==> src/sv/rcfp_pkg.sv <==
// Shared types, character codes and conversion functions for the command frame parser.
package rcfp_pkg;

  // Only the leading bytes of the frame are ever inspected by the classifier.
  localparam int VIEW_BYTES = 14;
  localparam int POS_W      = $clog2(VIEW_BYTES);

  localparam logic [7:0] CH_DOLLAR  = 8'h24;
  localparam logic [7:0] CH_HASH    = 8'h23;
  localparam logic [7:0] CH_PERCENT = 8'h25;
  localparam logic [7:0] CH_H       = 8'h68;
  localparam logic [7:0] CH_I       = 8'h69;
  localparam logic [7:0] CH_A       = 8'h61;
  localparam logic [7:0] CH_B       = 8'h62;
  localparam logic [7:0] CH_PLUS    = 8'h2B;
  localparam logic [7:0] CH_MINUS   = 8'h2D;
  localparam logic [7:0] CH_ZERO    = 8'h30;
  localparam logic [7:0] CH_NINE    = 8'h39;
  localparam logic [7:0] CH_SPACE   = 8'h20;
  localparam logic [7:0] CH_TAB     = 8'h09;
  localparam logic [7:0] CH_CR      = 8'h0D;

  typedef enum logic [1:0] {
    CMD_HELLO  = 2'd0,
    CMD_COLOUR = 2'd1,
    CMD_BYE    = 2'd2
  } cmd_t;

  typedef logic [VIEW_BYTES-1:0][7:0] view_t;

  typedef struct packed {
    logic       hit;
    cmd_t       command;
    logic [7:0] red;
    logic [7:0] green;
    logic [7:0] blue;
  } frame_res_t;

  function automatic logic is_ws(input logic [7:0] c);
    return (c == CH_SPACE) || (c >= CH_TAB && c <= CH_CR);
  endfunction

  function automatic logic is_digit(input logic [7:0] c);
    return (c >= CH_ZERO) && (c <= CH_NINE);
  endfunction

  // Number of characters taken before the first '%' (0..3).
  function automatic logic [1:0] take_count(input logic [2:0][7:0] f);
    logic [1:0] n;
    n = 2'd3;
    if (f[2] == CH_PERCENT) n = 2'd2;
    if (f[1] == CH_PERCENT) n = 2'd1;
    if (f[0] == CH_PERCENT) n = 2'd0;
    return n;
  endfunction

  // atoi over the first n characters, modulo 256.
  function automatic logic [7:0] atoi3(input logic [2:0][7:0] f, input logic [1:0] n);
    logic [7:0] acc;
    logic       neg;
    logic       in_num;
    logic       done;
    acc    = 8'd0;
    neg    = 1'b0;
    in_num = 1'b0;
    done   = 1'b0;
    for (int i = 0; i < 3; i++) begin
      if (2'(i) < n && !done) begin
        if (!in_num) begin
          if (is_ws(f[i])) begin
            in_num = 1'b0;
          end else if (f[i] == CH_PLUS || f[i] == CH_MINUS) begin
            neg    = (f[i] == CH_MINUS);
            in_num = 1'b1;
          end else if (is_digit(f[i])) begin
            acc    = f[i] - CH_ZERO;
            in_num = 1'b1;
          end else begin
            done = 1'b1;
          end
        end else if (is_digit(f[i])) begin
          acc = 8'((acc << 3) + (acc << 1) + (f[i] - CH_ZERO));
        end else begin
          done = 1'b1;
        end
      end
    end
    return neg ? 8'(8'd0 - acc) : acc;
  endfunction

  function automatic logic [2:0][7:0] pick3(input view_t v, input logic [POS_W-1:0] s);
    logic [2:0][7:0] f;
    for (int i = 0; i < 3; i++) begin
      f[i] = (int'(s) + i < VIEW_BYTES) ? v[POS_W'(int'(s) + i)] : 8'd0;
    end
    return f;
  endfunction

endpackage

==> src/sv/rcfp_if.sv <==
// Valid/ready channel interfaces for received bytes and parsed frames.
interface rcfp_in_if;
  logic       valid;
  logic       ready;
  logic [7:0] rx_byte;

  modport source (output valid, output rx_byte, input ready);
  modport sink   (input valid, input rx_byte, output ready);
endinterface

interface rcfp_out_if;
  logic       valid;
  logic       ready;
  logic [1:0] command;
  logic [7:0] red_value;
  logic [7:0] green_value;
  logic [7:0] blue_value;

  modport source (output valid, output command, output red_value, output green_value,
                  output blue_value, input ready);
  modport sink   (input valid, input command, input red_value, input green_value,
                  input blue_value, output ready);
endinterface

==> src/sv/rcfp_frame_store.sv <==
// Frame buffer with saturating write index and end-of-frame pending flag.
module rcfp_frame_store #(
  parameter int FRAME_BYTES = 16
) (
  input  logic               clk,
  input  logic               rst_n,
  input  logic               wr_en,
  input  logic [7:0]         wr_byte,
  input  logic               eval_done,
  output rcfp_pkg::view_t    view,
  output logic               pending
);
  import rcfp_pkg::*;

  localparam int IDX_W = $clog2(FRAME_BYTES + 1);

  view_t            buf_r, buf_nxt;
  logic [IDX_W-1:0] idx_r, idx_nxt;
  logic [IDX_W-1:0] idx_eff;
  logic             pend_r, pend_nxt;

  always_comb begin
    buf_nxt  = buf_r;
    idx_nxt  = idx_r;
    pend_nxt = pend_r && !eval_done;
    idx_eff  = (wr_byte == CH_DOLLAR) ? '0 : idx_r;
    if (wr_en) begin
      idx_nxt = idx_eff;
      if (idx_eff < IDX_W'(FRAME_BYTES)) begin
        // bytes past the inspected window only advance the index
        for (int i = 0; i < VIEW_BYTES; i++) begin
          if (idx_eff == IDX_W'(i)) buf_nxt[i] = wr_byte;
        end
        idx_nxt = idx_eff + 1'b1;
      end
      if (wr_byte == CH_HASH) pend_nxt = 1'b1;
    end
  end

  always_ff @(posedge clk) begin
    if (!rst_n) begin
      buf_r  <= '0;
      idx_r  <= '0;
      pend_r <= 1'b0;
    end else begin
      buf_r  <= buf_nxt;
      idx_r  <= idx_nxt;
      pend_r <= pend_nxt;
    end
  end

  assign view    = buf_r;
  assign pending = pend_r;

endmodule

==> src/sv/rcfp_classify.sv <==
// Frame classification and colour field extraction from the buffer contents.
module rcfp_classify (
  input  rcfp_pkg::view_t    view,
  output rcfp_pkg::frame_res_t res
);
  import rcfp_pkg::*;

  logic [2:0][7:0]  f_r, f_g, f_b;
  logic [1:0]       n_r, n_g, n_b;
  logic [POS_W-1:0] last_r, last_g, gs, bs;
  logic             is_hello, is_colour, is_bye;

  always_comb begin
    f_r    = pick3(view, POS_W'(3));
    n_r    = take_count(f_r);
    last_r = (n_r == 2'd0) ? '0 : POS_W'(2 + int'(n_r));
    gs     = last_r + POS_W'(2);
    f_g    = pick3(view, gs);
    n_g    = take_count(f_g);
    last_g = (n_g == 2'd0) ? last_r : POS_W'(int'(gs) + int'(n_g) - 1);
    bs     = last_g + POS_W'(2);
    f_b    = pick3(view, bs);
    n_b    = take_count(f_b);

    is_hello  = view[1] == CH_H && view[2] == CH_I && view[3] == CH_HASH;
    is_colour = view[1] == CH_A && view[2] == CH_PERCENT;
    is_bye    = view[1] == CH_B;

    res       = '0;
    res.hit   = (view[0] == CH_DOLLAR) && (is_hello || is_colour || is_bye);
    if (is_hello) begin
      res.command = CMD_HELLO;
    end else if (is_colour) begin
      res.command = CMD_COLOUR;
      res.red     = atoi3(f_r, n_r);
      res.green   = atoi3(f_g, n_g);
      res.blue    = atoi3(f_b, n_b);
    end else begin
      res.command = CMD_BYE;
    end
  end

endmodule

==> src/sv/rgb_command_frame_parser.sv <==
// Top level: byte intake, frame store, classifier and result register.
//
//   channel | dir | beat payload                                   | accepted when
//   in_ch   | in  | rx_byte[7:0]                                   | valid && ready
//   out_ch  | out | command[1:0], red/green/blue_value[7:0]        | valid && ready
//
// One byte per cycle while in_ch.ready is high. A '#' byte is classified in the cycle
// after it is accepted; its frame, if any, is loaded when the result register is free.
// Reset (rst_n low, synchronous) clears the buffer, write index, pending flag and out valid.
// While a frame waits for a full result register, input is held off.
module rgb_command_frame_parser #(
  parameter int FRAME_BYTES = 16
) (
  input logic            clk,
  input logic            rst_n,
  rcfp_in_if.sink        in_ch,
  rcfp_out_if.source     out_ch
);
  import rcfp_pkg::*;

  view_t      view;
  logic       pending;
  frame_res_t res;
  logic       out_free;
  logic       eval_done;
  logic       in_acc;

  logic       out_valid_r, out_valid_nxt;
  cmd_t       cmd_r;
  logic [7:0] red_r, green_r, blue_r;

  assign out_free  = !out_valid_r || out_ch.ready;
  assign eval_done = pending && (!res.hit || out_free);
  assign in_ch.ready = !pending || eval_done;
  assign in_acc    = in_ch.valid && in_ch.ready;

  rcfp_frame_store #(.FRAME_BYTES(FRAME_BYTES)) u_store (
    .clk       (clk),
    .rst_n     (rst_n),
    .wr_en     (in_acc),
    .wr_byte   (in_ch.rx_byte),
    .eval_done (eval_done),
    .view      (view),
    .pending   (pending)
  );

  rcfp_classify u_classify (
    .view (view),
    .res  (res)
  );

  always_comb begin
    out_valid_nxt = out_valid_r && !out_ch.ready;
    if (eval_done && res.hit) out_valid_nxt = 1'b1;
  end

  always_ff @(posedge clk) begin
    if (!rst_n) begin
      out_valid_r <= 1'b0;
    end else begin
      out_valid_r <= out_valid_nxt;
    end
  end

  // load the payload only when a frame moves out of classification
  always_ff @(posedge clk) begin
    if (eval_done && res.hit) begin
      cmd_r   <= res.command;
      red_r   <= res.red;
      green_r <= res.green;
      blue_r  <= res.blue;
    end
  end

  assign out_ch.valid       = out_valid_r;
  assign out_ch.command     = cmd_r;
  assign out_ch.red_value   = red_r;
  assign out_ch.green_value = green_r;
  assign out_ch.blue_value  = blue_r;

endmodule
==> src/flat_wrapper.sv <==
// flat-port wrapper written by rule: the top's interface ports become plain ports
module rgb_command_frame_parser_flat import rcfp_pkg::*;
#(
  parameter int FRAME_BYTES = 16
)
  (clk, rst_n, in_ch_valid, in_ch_rx_byte, in_ch_ready, out_ch_valid, out_ch_command, out_ch_red_value, out_ch_green_value, out_ch_blue_value, out_ch_ready);
  rcfp_in_if in_ch_i ();
  rcfp_out_if out_ch_i ();
  input logic clk;
  input logic rst_n;
  input wire logic [$bits(in_ch_i.valid)-1:0] in_ch_valid;
  input wire logic [$bits(in_ch_i.rx_byte)-1:0] in_ch_rx_byte;
  output wire logic [$bits(in_ch_i.ready)-1:0] in_ch_ready;
  output wire logic [$bits(out_ch_i.valid)-1:0] out_ch_valid;
  output wire logic [$bits(out_ch_i.command)-1:0] out_ch_command;
  output wire logic [$bits(out_ch_i.red_value)-1:0] out_ch_red_value;
  output wire logic [$bits(out_ch_i.green_value)-1:0] out_ch_green_value;
  output wire logic [$bits(out_ch_i.blue_value)-1:0] out_ch_blue_value;
  input wire logic [$bits(out_ch_i.ready)-1:0] out_ch_ready;
  assign in_ch_i.valid = in_ch_valid;
  assign in_ch_i.rx_byte = in_ch_rx_byte;
  assign in_ch_ready = in_ch_i.ready;
  assign out_ch_valid = out_ch_i.valid;
  assign out_ch_command = out_ch_i.command;
  assign out_ch_red_value = out_ch_i.red_value;
  assign out_ch_green_value = out_ch_i.green_value;
  assign out_ch_blue_value = out_ch_i.blue_value;
  assign out_ch_i.ready = out_ch_ready;
  rgb_command_frame_parser #(.FRAME_BYTES(FRAME_BYTES)) u_core (.clk(clk), .rst_n(rst_n), .in_ch(in_ch_i), .out_ch(out_ch_i));
endmodule
==> config.mk <==
export PLATFORM = sky130hd
export DESIGN_NAME = rgb_command_frame_parser_flat
export DESIGN_NICKNAME = d
export VERILOG_FILES = /design/src/sv/rcfp_pkg.sv /design/src/sv/rcfp_if.sv /design/src/sv/rcfp_frame_store.sv /design/src/sv/rcfp_classify.sv /design/src/sv/rgb_command_frame_parser.sv /design/src/flat_wrapper.sv
export SDC_FILE = /design/constraint.sdc
export NUM_CORES = 1
export LEC_CHECK = 0
export ABC_AREA = 1
export ABC_CLOCK_PERIOD_IN_PS = 11540
export BUFFER_PORTS_ARGS = -buffer_cell sky130_fd_sc_hd__buf_4
export CAP_MARGIN = 20
export CORE_MARGIN = 3
export CORE_UTILIZATION = 36
export DETAILED_ROUTE_END_ITERATION = 7
export PLACE_DENSITY = 0.53
export SYNTH_ARGS = -nofsm -noshare
export SYNTH_HDL_FRONTEND = slang
export SYNTH_HIERARCHICAL = 1
export SYNTH_SLANG_ARGS = --single-unit
==> constraint.sdc <==
create_clock -name clk -period 11.54 [get_ports clk]
set_input_delay 0.577 -clock clk [delete_from_list [all_inputs] [get_ports clk]]
set_output_delay 0.577 -clock clk [all_outputs]
set_load 0.005 [all_outputs]
==> metrics.yaml <==
outcome:
  status: "finished, final reports clean"
routing:
  wire_per_inst_um: 20.33
  route.vias.total: 19720
  drt_iter0_markers: 2010
  viasPerCell: 5.473
  ant_nets: 0
  routed_wl_um: 73210
  drc: 0
  firstDrtPassIters: 6
final_layout:
  diodes: 0
  layout_common_cells: "743 x nand2_1, 437 x nand3_1, 397 x inv_1, 373 x nor2_1, 129 x o21ai_0"
  area_growth_pct: 8.862
  nNetsFinal: 3103
  nFillCells: 5288
  fin_cells: 3602
  drive_above_1_share_pct: 9.173
  final_common_cell: "nand2_1"
sta:
  rsz0062_at_grt: "no"
  tightest_slew_ns: 1.015
  finalSetupViolCount: 0
  tns_ns: 0
  skew_ns: 0.02724
  holdWs_ns: 0.3525
  period_minus_slack_ns: 10.59
  slew_viol_final: 0
  relSlewSlack_pct: 32.03
  timing.fmax_mhz: 94.41
  fin_crit_sh_pct: 91.78
  hold_viol: 0
  setup_ws_ns: 0.9483
setup_path:
  startpoint_type: "flip-flop"
  crit_path_top_delay_cell: "o21ai_0"
  crit_top_cell: "nand2_1"
  slowest_delay_ns: 0.64
  reg2reg_from: "u_core/u_store/view[28]$_SDFFE_PN0P_"
  arrival_ns: 10.85
  required_ns: 11.79
  crit_type: "flip-flop to flip-flop"
  crit_start: "u_core/u_store/view[28]$_SDFFE_PN0P_"
  path_max_fanout: 48
  worst_setup_path_end_kind: "flip-flop"
yosys:
  muxShareOfSynthArea_pct: 0
  synth_area_um2: 17580
  synth_warnings: 6
  synthXorXnorAreaFrac_pct: 2.619
  synth-compound-area-share_pct: 12.21
  syn_area_per_cell_um2: 5.897
  synth-main-ff-cell: "dfxtp_1"
  yosys.area_share.simple_pct: 43.68
  synth_edf_count: 26
  synth_top_family_by_area: "simple AND/OR/NAND/NOR gates"
  ys_seq_area_share_pct: 17.99
  ys_seq_elements: 145
  synthAdderAreaFrac_pct: 9.524
  yosysUniqueCellTypes: 70
  async_flop_share_pct: 0
  syn_inst: 2981
  syn-num-nets: 3110
place:
  io_buffers: 39
  gp_congestion: 1.034
  dpl.hpwl_um: 56770
  place_worst_setup_slack_ns: 0.2260
  dp_cells: 3563
global_route:
  grt-ovfl-total: 0
  grt_start_max_net_pins: 61
  grt_pass1_vias: 17980
  grt_pass1_wl_um: 110400
  grt_usage_pct: 28.30
  grt_antenna_before_repair: 2
clock_tree:
  ctsHoldBuffers: 0
  clock_path_buffers: 2
  root_buffer: "clkbuf_16"
  clk_pin_slew_ns: 0.07
  cts_tree: "yes"
  cts_buffers: 17
  htreeDepth: 4
  clk_latency_ns: 0.52
  clkSinkCount: 145
floorplanning:
  die_width_um: 227.0
  die_area_um2: 51520
  coreArea_um2: 47950
  start_util_pct: 36.66
  die_h_um: 227.0
  io-pin-count: 40
  rows: 80
run:
  max_cap_violations: 0
worst_hold_path:
  min-delay-start: "in_ch_rx_byte[7]"
  min_path_type: "input port to flip-flop"
power:
  peakVddDrop_v: 0.0001287
  power.static_leakage_uw: 0.008787
  power.density_nw_per_um2: 65.19
## Yosys cell counts (all sizes together), types with 4 or more instances
| cell | n | share of area, % |
|---|---|---|
| xnor2 | 23 | 1.1 |
| xor2 | 24 | 1.3 |
| clkbuf | 35 | 0.75 |
| inv | 435 | 9.3 |
| nand3b | 4 | 0.17 |
| a21oi | 119 | 3.5 |
| buf | 97 | 3.8 |
| dfxtp | 119 | 14 |
| nand4 | 65 | 2.5 |
| nor3 | 18 | 0.58 |
| nand2 | 768 | 17 |
| edfxtp | 26 | 4.4 |
| ha | 89 | 6.3 |
| nor2 | 400 | 9.3 |
| a211oi | 5 | 0.21 |
| or2 | 6 | 0.21 |
| o21ai | 159 | 4.7 |
| o211ai | 21 | 0.90 |
| o221ai | 6 | 0.30 |
| nand3 | 452 | 14 |
| clkinv | 7 | 0.15 |
| o32ai | 4 | 0.20 |
| o22ai | 18 | 0.64 |
| nor4 | 9 | 0.32 |
| fa | 28 | 3.2 |
| a31oi | 11 | 0.39 |
## cell families after synthesis
kind of cell / after synthesis
flip-flops: 145
XOR/XNOR: 48
buffers and inverters: 574
AO/OA/AOI/OAI: 369
adder cells (fa/ha/maj): 117
AND/OR/NAND/NOR: 1728
## worst paths after layout
check / endpoint / slack [ns] / depth (start not counted)
setup reg to reg: u_core/out_ch.blue_value[7]$_DFFE_PP_ / 0.95 / 67
setup / recovery: u_core/out_ch.blue_value[7]$_DFFE_PP_ / 0.95 / 67
hold reg to reg: u_core/u_store/view[108]$_SDFFE_PN0P_ / 0.50 / 2
hold / removal: u_core/u_store/view[7]$_SDFFE_PN0P_ / 0.35 / 3
## final cells by class
type                    count  area (µm²)  area share, %
clock buffers              17       425.4          2.223
well taps                 615       769.5          4.021
repair buffers            105       844.6          4.413
inverters                 442        1667          8.709
flip-flops and latches    145        3163          16.53
multi-input cells        2263       12090          63.16
clock inverters            15       180.2         0.9415
## routing by layer
layer	wire [µm]	track usage, %
met1	33610	39.94
met2	31640	43.45
met5	0	0
met4	2342	10.40
met3	5618	4.758
## repair_timing
action	in CTS	in global routing
endpoints found under the setup margin	0	4
buffers inserted	0	6
resized for setup	0	40
## critical path: cells and delay by family, from the launching register on
| kind | cells | cell delay, ns |
|---|---|---|
| AND/OR/NAND/NOR | 37 | 4.06 |
| buffers and inverters | 15 | 1.84 |
| adder cells (fa/ha/maj) | 7 | 2.24 |
| AO/OA/AOI/OAI | 6 | 1.28 |
| XOR/XNOR | 2 | 0.53 |
| flip-flops | 1 | 0.33 |
## registers in the layout, summed over array words and instances, names as in the netlist
name,count
u_core/u_store/view,112
u_core/out_ch.red_value,8
u_core/out_ch.command,2
u_core/out_ch.green_value,8
u_core/u_store/idx_r,5
u_core/out_ch.valid,1
u_core/out_ch.blue_value,8
u_core/u_store/pending,1
## report_power, final
part | switching [µW] | total (µW) | internal, µW
Combinational | 80.5 | 111 | 30.6
Clock | 304 | 599 | 295
Sequential | 16.6 | 537 | 521
## stage by stage
stage / instance area [µm²] / util, % / power (µW)
3_5_place_dp: 18320 / 38.21 / 657.3
6_report: 19140 / 39.91 / 1247
2_1_floorplan: 17580 / - / 616.3
4_1_cts: 18930 / 39.48 / 1264
3_3_place_gp: 18320 / 38.21 / 656.5
5_1_grt: 19140 / 39.91 / 1293
Note: power is estimated with default switching activity, not from simulation.
